**src/rtl/core/accumulator_cpu_32_byte_defines.svh**
```systemverilog
// Assertion macros for the accumulator machine.
// Needs a clock named clock and a reset named reset in the including scope.
`ifndef ACCUMULATOR_CPU_32_BYTE_DEFINES_SVH
`define ACCUMULATOR_CPU_32_BYTE_DEFINES_SVH

// checked only outside reset
`define ACC_ASSERT(lbl, prop, msg) \
   lbl: assert property (@(posedge clock) disable iff (reset) prop) else $error(msg);

// checked at every edge, reset included
`define ACC_ASSERT_ALWAYS(lbl, prop, msg) \
   lbl: assert property (@(posedge clock) prop) else $error(msg);

`endif

```
**src/rtl/core/acc32b_pkg.sv**
```systemverilog
// Shared constants and types for the accumulator machine.
// No dependencies.
package acc32b_pkg;

   localparam int MEM_WORDS_DEF = 32;
   localparam int INSTR_W       = 8;
   localparam int OPC_W         = 3;
   localparam int LIMIT_W       = 24;
   localparam int CSR_DATA_W    = 32;
   localparam int CSR_ADDR_W    = 3;

   localparam logic [LIMIT_W-1:0] STEP_LIMIT_RESET = 24'd65536;

   // register index of step_limit
   localparam logic [0:0] CSR_IDX_STEP_LIMIT = 1'b0;

   typedef enum logic [OPC_W-1:0] {
      OP_STA = 3'b000,
      OP_LDA = 3'b001,
      OP_BEQ = 3'b010,
      OP_NOP = 3'b011,
      OP_DEC = 3'b100,
      OP_INC = 3'b101,
      OP_JMP = 3'b110,
      OP_HLT = 3'b111
   } opcode_type;

endpackage

```
**src/rtl/core/accumulator_cpu_32_byte.sv**
```systemverilog
// 8-bit accumulator machine with a 32-byte program memory, single module.
// Depends on acc32b_pkg and accumulator_cpu_32_byte_defines.svh.
//
// Program bytes are taken one per clock: each start transaction (start high
// while busy is low) writes the next memory address, 0 to 31 in turn. The
// transaction that carries the byte for address 31 launches a run from pc 0
// with accumulator 0 and raises busy. Every instruction passes a memory
// read (FETCH) and decode/execute (DECODE), LDA also a data read (LOAD),
// as program and data share one registered read port. The final fetch of
// HLT, or the fetch at which the step limit is met, passes through FETCH
// and DECODE; the result then sits on the rsp_ ports for exactly one cycle,
// marked by rsp_valid, and busy drops in that same cycle. There is no
// back-pressure on the result side: the receiver must take the transaction
// when it is shown. step_limit (APB register 0, reset 65536) bounds the
// instructions of a run; reaching it reports the accumulator with
// rsp_timed_out set. A HLT found after exactly step_limit instructions still
// counts as a normal halt. STA writes survive the run until reloaded.
// Memory is not cleared at reset; every run follows 32 fresh writes.

`include "accumulator_cpu_32_byte_defines.svh"

module accumulator_cpu_32_byte
   import acc32b_pkg::*;
#(
   parameter int MEM_WORDS = MEM_WORDS_DEF
) (
   input  logic                  clock,
   input  logic                  reset,
   // command channel
   input  logic                  start,
   output logic                  busy,
   input  logic [INSTR_W-1:0]    req_program_byte,
   // result channel
   output logic                  rsp_valid,
   output logic [INSTR_W-1:0]    rsp_accumulator,
   output logic                  rsp_timed_out,
   // APB register port
   input  logic                  psel,
   input  logic                  penable,
   input  logic                  pwrite,
   input  logic [CSR_ADDR_W-1:0] paddr,
   input  logic [CSR_DATA_W-1:0] pwdata,
   output logic [CSR_DATA_W-1:0] prdata,
   output logic                  pready
);

   localparam int ADDR_W = $clog2(MEM_WORDS);

   // sequencer states
   localparam logic [1:0] ST_IDLE   = 2'd0;
   localparam logic [1:0] ST_FETCH  = 2'd1;
   localparam logic [1:0] ST_DECODE = 2'd2;
   localparam logic [1:0] ST_LOAD   = 2'd3;

   logic [1:0]         state_ff, state_in;
   logic [ADDR_W-1:0]  load_pos_ff, load_pos_in;
   logic [ADDR_W-1:0]  pc_ff, pc_in;
   logic [INSTR_W-1:0] acc_ff, acc_in;
   logic [LIMIT_W-1:0] step_ff, step_in;
   logic [LIMIT_W-1:0] step_limit_ff, step_limit_in;
   logic               rsp_valid_ff, rsp_valid_in;
   logic [INSTR_W-1:0] rsp_acc_ff, rsp_acc_in;
   logic               rsp_tmo_ff, rsp_tmo_in;

   // program/data memory, one write and one registered read per cycle
   logic [INSTR_W-1:0] mem [MEM_WORDS];
   logic [INSTR_W-1:0] mem_rdata_ff;
   logic               mem_we;
   logic [ADDR_W-1:0]  mem_waddr;
   logic [INSTR_W-1:0] mem_wdata;
   logic [ADDR_W-1:0]  mem_raddr;

   opcode_type         op;
   logic [ADDR_W-1:0]  opnd;
   logic               accept;
   logic               csr_wr;
   logic               csr_hit;

   assign op     = opcode_type'(mem_rdata_ff[INSTR_W-1 -: OPC_W]);
   assign opnd   = mem_rdata_ff[ADDR_W-1:0];
   assign busy   = (state_ff != ST_IDLE);
   assign accept = start && !busy;

   // ---- register port ----
   assign pready  = 1'b1;
   assign csr_hit = (paddr[CSR_ADDR_W-1] == CSR_IDX_STEP_LIMIT);
   assign csr_wr  = psel && penable && pwrite && csr_hit;

   always_comb begin
      prdata = '0;
      if (csr_hit) begin
         prdata = {{(CSR_DATA_W-LIMIT_W){1'b0}}, step_limit_ff};
      end
   end

   always_comb begin
      step_limit_in = step_limit_ff;
      if (csr_wr) begin
         step_limit_in = pwdata[LIMIT_W-1:0];
      end
   end

   // ---- sequencer ----
   always_comb begin
      state_in     = state_ff;
      load_pos_in  = load_pos_ff;
      pc_in        = pc_ff;
      acc_in       = acc_ff;
      step_in      = step_ff;
      rsp_valid_in = 1'b0;
      rsp_acc_in   = rsp_acc_ff;
      rsp_tmo_in   = rsp_tmo_ff;
      mem_we       = 1'b0;
      mem_waddr    = load_pos_ff;
      mem_wdata    = req_program_byte;
      mem_raddr    = pc_ff;

      unique case (state_ff)
         ST_IDLE: begin
            if (accept) begin
               mem_we      = 1'b1;
               load_pos_in = load_pos_ff + 1'b1;
               if (load_pos_ff == ADDR_W'(MEM_WORDS - 1)) begin
                  // last byte: fresh run from pc 0
                  pc_in    = '0;
                  acc_in   = '0;
                  step_in  = '0;
                  state_in = ST_FETCH;
               end
            end
         end
         ST_FETCH: begin
            mem_raddr = pc_ff;
            state_in  = ST_DECODE;
         end
         ST_DECODE: begin
            if (op == OP_HLT) begin
               rsp_valid_in = 1'b1;
               rsp_acc_in   = acc_ff;
               rsp_tmo_in   = 1'b0;
               state_in     = ST_IDLE;
            end else if (step_ff >= step_limit_ff) begin
               rsp_valid_in = 1'b1;
               rsp_acc_in   = acc_ff;
               rsp_tmo_in   = 1'b1;
               state_in     = ST_IDLE;
            end else begin
               step_in  = step_ff + 1'b1;
               pc_in    = pc_ff + 1'b1;
               state_in = ST_FETCH;
               unique case (op)
                  OP_STA: begin
                     mem_we    = 1'b1;
                     mem_waddr = opnd;
                     mem_wdata = acc_ff;
                  end
                  OP_LDA: begin
                     mem_raddr = opnd;
                     state_in  = ST_LOAD;
                  end
                  OP_BEQ: begin
                     if (acc_ff == '0) begin
                        pc_in = opnd;
                     end
                  end
                  OP_DEC:  acc_in = acc_ff - 1'b1;
                  OP_INC:  acc_in = acc_ff + 1'b1;
                  OP_JMP:  pc_in  = opnd;
                  default: ; // NOP, HLT handled above
               endcase
            end
         end
         ST_LOAD: begin
            acc_in   = mem_rdata_ff;
            state_in = ST_FETCH;
         end
         default: state_in = ST_IDLE;
      endcase
   end

   always_ff @(posedge clock) begin
      if (mem_we) begin
         mem[mem_waddr] <= mem_wdata;
      end
      mem_rdata_ff <= mem[mem_raddr];
   end

   always_ff @(posedge clock) begin
      if (reset) begin
         state_ff      <= ST_IDLE;
         load_pos_ff   <= '0;
         pc_ff         <= '0;
         acc_ff        <= '0;
         step_ff       <= '0;
         step_limit_ff <= STEP_LIMIT_RESET;
         rsp_valid_ff  <= 1'b0;
      end else begin
         state_ff      <= state_in;
         load_pos_ff   <= load_pos_in;
         pc_ff         <= pc_in;
         acc_ff        <= acc_in;
         step_ff       <= step_in;
         step_limit_ff <= step_limit_in;
         rsp_valid_ff  <= rsp_valid_in;
      end
   end

   // result payload, no reset needed
   always_ff @(posedge clock) begin
      rsp_acc_ff <= rsp_acc_in;
      rsp_tmo_ff <= rsp_tmo_in;
   end

   assign rsp_valid       = rsp_valid_ff;
   assign rsp_accumulator = rsp_acc_ff;
   assign rsp_timed_out   = rsp_tmo_ff;

   // ---- assertions ----
   `ACC_ASSERT(a_rsp_from_decode, rsp_valid |-> ($past(state_ff) == ST_DECODE && !busy), "result not issued from decode")
   `ACC_ASSERT(a_last_byte_runs, (accept && load_pos_ff == ADDR_W'(MEM_WORDS - 1)) |=> (state_ff == ST_FETCH && pc_ff == '0), "run did not start after last byte")
   `ACC_ASSERT(a_timeout_at_limit, (rsp_valid && rsp_timed_out) |-> (step_ff == step_limit_ff), "timeout reported below step limit")
   `ACC_ASSERT_ALWAYS(a_reset_quiet, $past(reset) |-> (!rsp_valid && !busy), "activity right after reset")

endmodule
```
**config.mk**
```make
export PLATFORM = sky130hd
export DESIGN_NAME = accumulator_cpu_32_byte
export DESIGN_NICKNAME = d
export VERILOG_FILES = /design/src/rtl/core/acc32b_pkg.sv /design/src/rtl/core/accumulator_cpu_32_byte.sv
export VERILOG_INCLUDE_DIRS = /design/src /design/src/rtl/core
export SDC_FILE = /design/constraint.sdc
export NUM_CORES = 1
export LEC_CHECK = 0
export ABC_AREA = 1
export BUFFER_PORTS_ARGS = -buffer_cell sky130_fd_sc_hd__buf_2
export CORE_MARGIN = 2
export CORE_UTILIZATION = 50
export DETAILED_ROUTE_END_ITERATION = 6
export GPL_ROUTABILITY_DRIVEN = 1
export PLACE_DENSITY_LB_ADDON = 0.2
export SLEW_MARGIN = 10
export SYNTH_ARGS = -nofsm -noshare
export SYNTH_HDL_FRONTEND = slang
export SYNTH_SLANG_ARGS = --single-unit
```
**constraint.sdc**
```tcl
create_clock -name clock -period 4 [get_ports clock]
set_input_delay 0.8 -clock clock [delete_from_list [all_inputs] [get_ports clock]]
set_output_delay 0.8 -clock clock [all_outputs]
set_load 0.05 [all_outputs]
```
==> impl_summary.log <==
INFO  metric timing.critical_path.from_type = register
INFO  metric p_clk_frac = 0.441
INFO  metric synthesis.yosys.warnings = 0
INFO  metric gr-usage-all-layers = 0.2342
INFO  metric worstHoldPathCells = 2
INFO  metric min-delay-path-class = register to register
INFO  metric detail_route.wirelength = 39280 µm
INFO  metric worst_ep_arrival_time = 3960 ps
INFO  metric final-hold-violation-count = 0
INFO  metric r2r_end = mem_rdata_ff[2]$_DFF_P_
INFO  metric clkLatencyLatePin = 530 ps
INFO  metric grt_remaining_overflow = 0
INFO  metric finalInstanceArea = 0.01860 mm²
INFO  metric max_slew_violation_count = 0
INFO  metric yosysTopAreaCellShare = 0.4870
INFO  metric synth_compound_area_frac = 0.05628
INFO  metric cts.clk_slew.worst_paths = 60 ps
INFO  metric final-seq-area = 0.009499 mm²
INFO  metric cts_tree = done
INFO  metric die_height = 184.8 µm
INFO  metric post_cts_resize_count = 0
INFO  metric yosysSeqAreaShare = 0.5814
INFO  metric area_growth_syn_to_layout = 13.86%
INFO  metric yosys-top-cells-area = sky130_fd_sc_hd__edfxtp_1, sky130_fd_sc_hd__dfxtp_1, sky130_fd_sc_hd__nand3_1
INFO  metric drive_above_1_share = 0.1052
INFO  metric cap_violations = 0
INFO  metric setup-tns-final = 0 ps
INFO  metric power_switching = 1611 µW
INFO  metric start_util = 0.5048
INFO  metric post-cts-setup-buffer-count = 0
INFO  metric critical_path.startpoint = step_ff[21]$_SDFFE_PP0P_
INFO  metric drt_iter0_markers = 937
INFO  metric synthDistinctLibCells = 43
INFO  metric fill_cells = 2870
INFO  metric tritoncts.num_buffers = 38
INFO  metric io_pins = 93
INFO  metric final_antenna_net_count = 0
INFO  metric seq_pwr_share = 0.519
INFO  metric final_critical_path_setup_slack = 514.5 ps
INFO  metric die_w = 184.8 µm
INFO  metric antenna_cells_inserted = 0
INFO  metric timing.reg2reg.worst_path_depth = 15
INFO  metric status = finished clean
INFO  metric power.ir.vdd_worst = 0.0003649 V
INFO  metric post-route-period-util = 0.8714
INFO  metric maximum_operating_frequency = 286.9 MHz
INFO  metric detail_route.drc_violations = 0
INFO  metric dpl_hpwl = 25010 µm
INFO  metric placeableCoreArea = 0.03237 mm²
INFO  metric net_sw_frac = 0.2157
INFO  metric max_fo_critical_path = 33
INFO  metric regToRegSetupSlack = 510 ps
INFO  metric grt_start_max_net_pins = 89
INFO  metric synthCells = 1794
INFO  metric clock_sink_count = 342
INFO  metric groute.layer.met1.usage = 0.3253
INFO  metric synth-seq-cells = 342
INFO  metric power_leakage = 0.008102 µW
INFO  metric logic_pwr_share = 0.040
INFO  metric gr-usage-met2 = 0.3873
INFO  metric critical_path_required = 4470 ps
INFO  metric cts_buffer_depth = 3
INFO  metric wl_per_cell = 16.63 µm
INFO  metric post_drt_via_cell_ratio = 5.195
INFO  metric count_of_vias_placed_by_the_detailed_router = 12270
INFO  metric mappedNetlistArea = 0.01634 mm²
INFO  metric multiInputGateArea = 0.005263 mm²
INFO  metric finalSetupViolations = 0
INFO  metric detailedRoute.firstPassIterationCount = 6
INFO  metric measured_slew_at_the_worst_slew_check_pin = 1071 ps
INFO  metric post_synth_and_or_nand_nor_area_fraction = 0.2211
INFO  metric antenna_violations_before_repair = 0
INFO  metric vias_in_the_first_global_route = 11650
INFO  metric rr_startpoint = step_ff[21]$_SDFFE_PP0P_
INFO  metric async_flop_share = 0
INFO  metric final_net_count = 1981
INFO  metric busiest_layer = met2
INFO  metric htree_num_levels = 2
INFO  metric synth_top_family_by_area = simple AND/OR/NAND/NOR gates
INFO  metric synth_area_per_cell = 9.108 µm²
INFO  metric number_of_buffers_added_on_ports = 73
INFO  metric worst_setup_path_end_kind = register
INFO  metric place_worst_setup_slack = 561.2 ps
INFO  metric grt_first_pass_wirelength = 61960 µm
INFO  metric placement_rows = 66
INFO  metric grt_setup_unrepaired = no
INFO  metric grt.met3_usage = 0.02733
INFO  metric cts-root-buf = sky130_fd_sc_hd__clkbuf_16
INFO  metric power_per_cell_area = 401.4 mW/mm²
INFO  metric cts_hold_buf = 0
INFO  metric dpl_cell_area = 0.01743 mm²
INFO  metric floorplan.die_area = 0.03414 mm²
INFO  metric synth_xor_area_frac = 0.006968
INFO  metric period_needed = 3485 ps
INFO  metric fin_worst_skew = 29.37 ps
INFO  metric yosys.area.top_type = sky130_fd_sc_hd__edfxtp_1
INFO  metric relSlewSlack = 0.2830
INFO  metric ys_dominant_reg_cell = sky130_fd_sc_hd__edfxtp_1
INFO  metric timing.critical_path.to = mem_rdata_ff[2]$_DFF_P_
INFO  metric synth_edf_count = 265
INFO  metric synth.area.mux_share = 0.002068
INFO  metric synth-adder-area-share = 0.03109
INFO  metric hold-worst-slack = 481.9 ps
INFO  metric criticalPathCategory = register to register
INFO  metric finalWeightedCongestion = 0.9015
INFO  metric internal_power = 5857 µW
==> final cells by class <==
| type | count | share of cell area |
|---|---|---|
| clock buffer | 50 | 0.05468 |
| clock inverter | 18 | 0.008272 |
| inverter | 333 | 0.06719 |
| multi-input combinational | 1047 | 0.2829 |
| sequential | 342 | 0.5106 |
| tap | 442 | 0.02973 |
| timing repair buffer | 130 | 0.04667 |
==> flip-flops by register name (all words and copies together), names as in the netlist <==
register / count
pc_ff: 5
rsp_timed_out: 1
step_limit_ff: 24
load_pos_ff: 5
mem: 256
step_ff: 24
state_ff: 2
mem_rdata_ff: 8
rsp_accumulator: 8
rsp_valid: 1
acc_ff: 8
==> logic make-up after synthesis <==
| family | after synthesis |
|---|---|
| AND/OR/NAND/NOR | 817 |
| AO/OA/AOI/OAI | 165 |
| adder cells (fa/ha/maj) | 40 |
| buffers and inverters | 412 |
| other | 2 |
| flip-flops | 342 |
| XOR/XNOR | 13 |
| multiplexers | 3 |
==> worst min path at each step <==
stage,startpoint,to
6_report,step_limit_ff[4]$_SDFFE_PP0P_,step_limit_ff[4]$_SDFFE_PP0P_
5_1_grt,step_limit_ff[4]$_SDFFE_PP0P_,step_limit_ff[4]$_SDFFE_PP0P_
4_1_cts,step_limit_ff[4]$_SDFFE_PP0P_,step_limit_ff[4]$_SDFFE_PP0P_
3_5_place_dp,step_limit_ff[4]$_SDFFE_PP0P_,step_limit_ff[4]$_SDFFE_PP0P_
3_3_place_gp,step_limit_ff[13]$_SDFFE_PP0P_,step_limit_ff[13]$_SDFFE_PP0P_
2_1_floorplan,acc_ff[7]$_SDFFE_PP0P_,rsp_accumulator[7]$_DFFE_PP_
==> synth_stat cells, drive strengths merged, types with 8 or more instances <==
library cell and count:
clkbuf 34, nor4 8, o21ai 68, ha 39, nand3b 24, buf 45
nand2 368, nor2 109, dfxtp 77, inv 329, nand3 282, nand4 9
a21oi 75, nor3 15, edfxtp 265, xor2 9
==> metal layers <==
layer / routed length, µm / vias to the layer above
met2: 18190 / 387
met5: 0 / -
met3: 2522 / 60
li1: - / 6059
met4: 934 / 0
met1: 17630 / 5765
==> through the flow <==
stage                     utilization  cells  total power, µW
after CTS                      0.5747   2362             7519
after global routing           0.5747   2362             7694
final                          0.5747   2362             7468
after floorplan                     -   1801             4135
after detailed placement       0.5385   2294             4245
after global placement         0.5385   2294             4237
==> cell usage in the layout (no fill, tap or decap), types with 3 or more instances in the layout <==
cell type,n
sky130_fd_sc_hd__a211oi_1,4
sky130_fd_sc_hd__a21oi_1,74
sky130_fd_sc_hd__buf_12,6
sky130_fd_sc_hd__buf_2,73
sky130_fd_sc_hd__buf_4,51
sky130_fd_sc_hd__clkbuf_1,11
sky130_fd_sc_hd__clkbuf_16,39
sky130_fd_sc_hd__clkinv_1,13
sky130_fd_sc_hd__clkinv_2,4
sky130_fd_sc_hd__conb_1,9
sky130_fd_sc_hd__dfxtp_1,77
sky130_fd_sc_hd__edfxtp_1,265
sky130_fd_sc_hd__ha_1,39
sky130_fd_sc_hd__inv_1,328
sky130_fd_sc_hd__mux2_2,3
sky130_fd_sc_hd__nand2_1,362
sky130_fd_sc_hd__nand2_2,4
sky130_fd_sc_hd__nand3_1,281
sky130_fd_sc_hd__nand3b_1,24
sky130_fd_sc_hd__nand4_1,8
sky130_fd_sc_hd__nor2_1,109
sky130_fd_sc_hd__nor3_1,15
sky130_fd_sc_hd__nor4_1,8
sky130_fd_sc_hd__o211ai_1,3
sky130_fd_sc_hd__o21a_1,3
sky130_fd_sc_hd__o21ai_0,56
sky130_fd_sc_hd__o21ai_2,8
sky130_fd_sc_hd__o21ai_4,3
sky130_fd_sc_hd__o22ai_1,3
sky130_fd_sc_hd__xnor2_1,4
sky130_fd_sc_hd__xor2_1,9
==> worst max-delay path: stages (launching register included) <==
cell	delay (ps)
sky130_fd_sc_hd__dfxtp_1	480
sky130_fd_sc_hd__ha_1	300
sky130_fd_sc_hd__a21oi_1	150
sky130_fd_sc_hd__nor2_1	50
sky130_fd_sc_hd__nor2_1	80
sky130_fd_sc_hd__nand2_1	80
sky130_fd_sc_hd__a21oi_4	220
sky130_fd_sc_hd__nand3_4	210
sky130_fd_sc_hd__o21ai_4	880
sky130_fd_sc_hd__buf_12	300
sky130_fd_sc_hd__nand3_1	100
sky130_fd_sc_hd__nand3_1	150
sky130_fd_sc_hd__nand3_1	150
sky130_fd_sc_hd__nand2_1	120
sky130_fd_sc_hd__nand2_1	50
sky130_fd_sc_hd__nand2_1	100
==> power groups by stage <==
stage / combinational (µW) / clock [µW] / sequential (µW)
CTS: 299 / 3350 / 3870
detailed placement: 298 / 0 / 3950
global placement: 291 / 0 / 3950
finish: 299 / 3300 / 3870
floorplan: 191 / 0 / 3940
global route: 330 / 3490 / 3870
(Power assumes the default switching activity.)
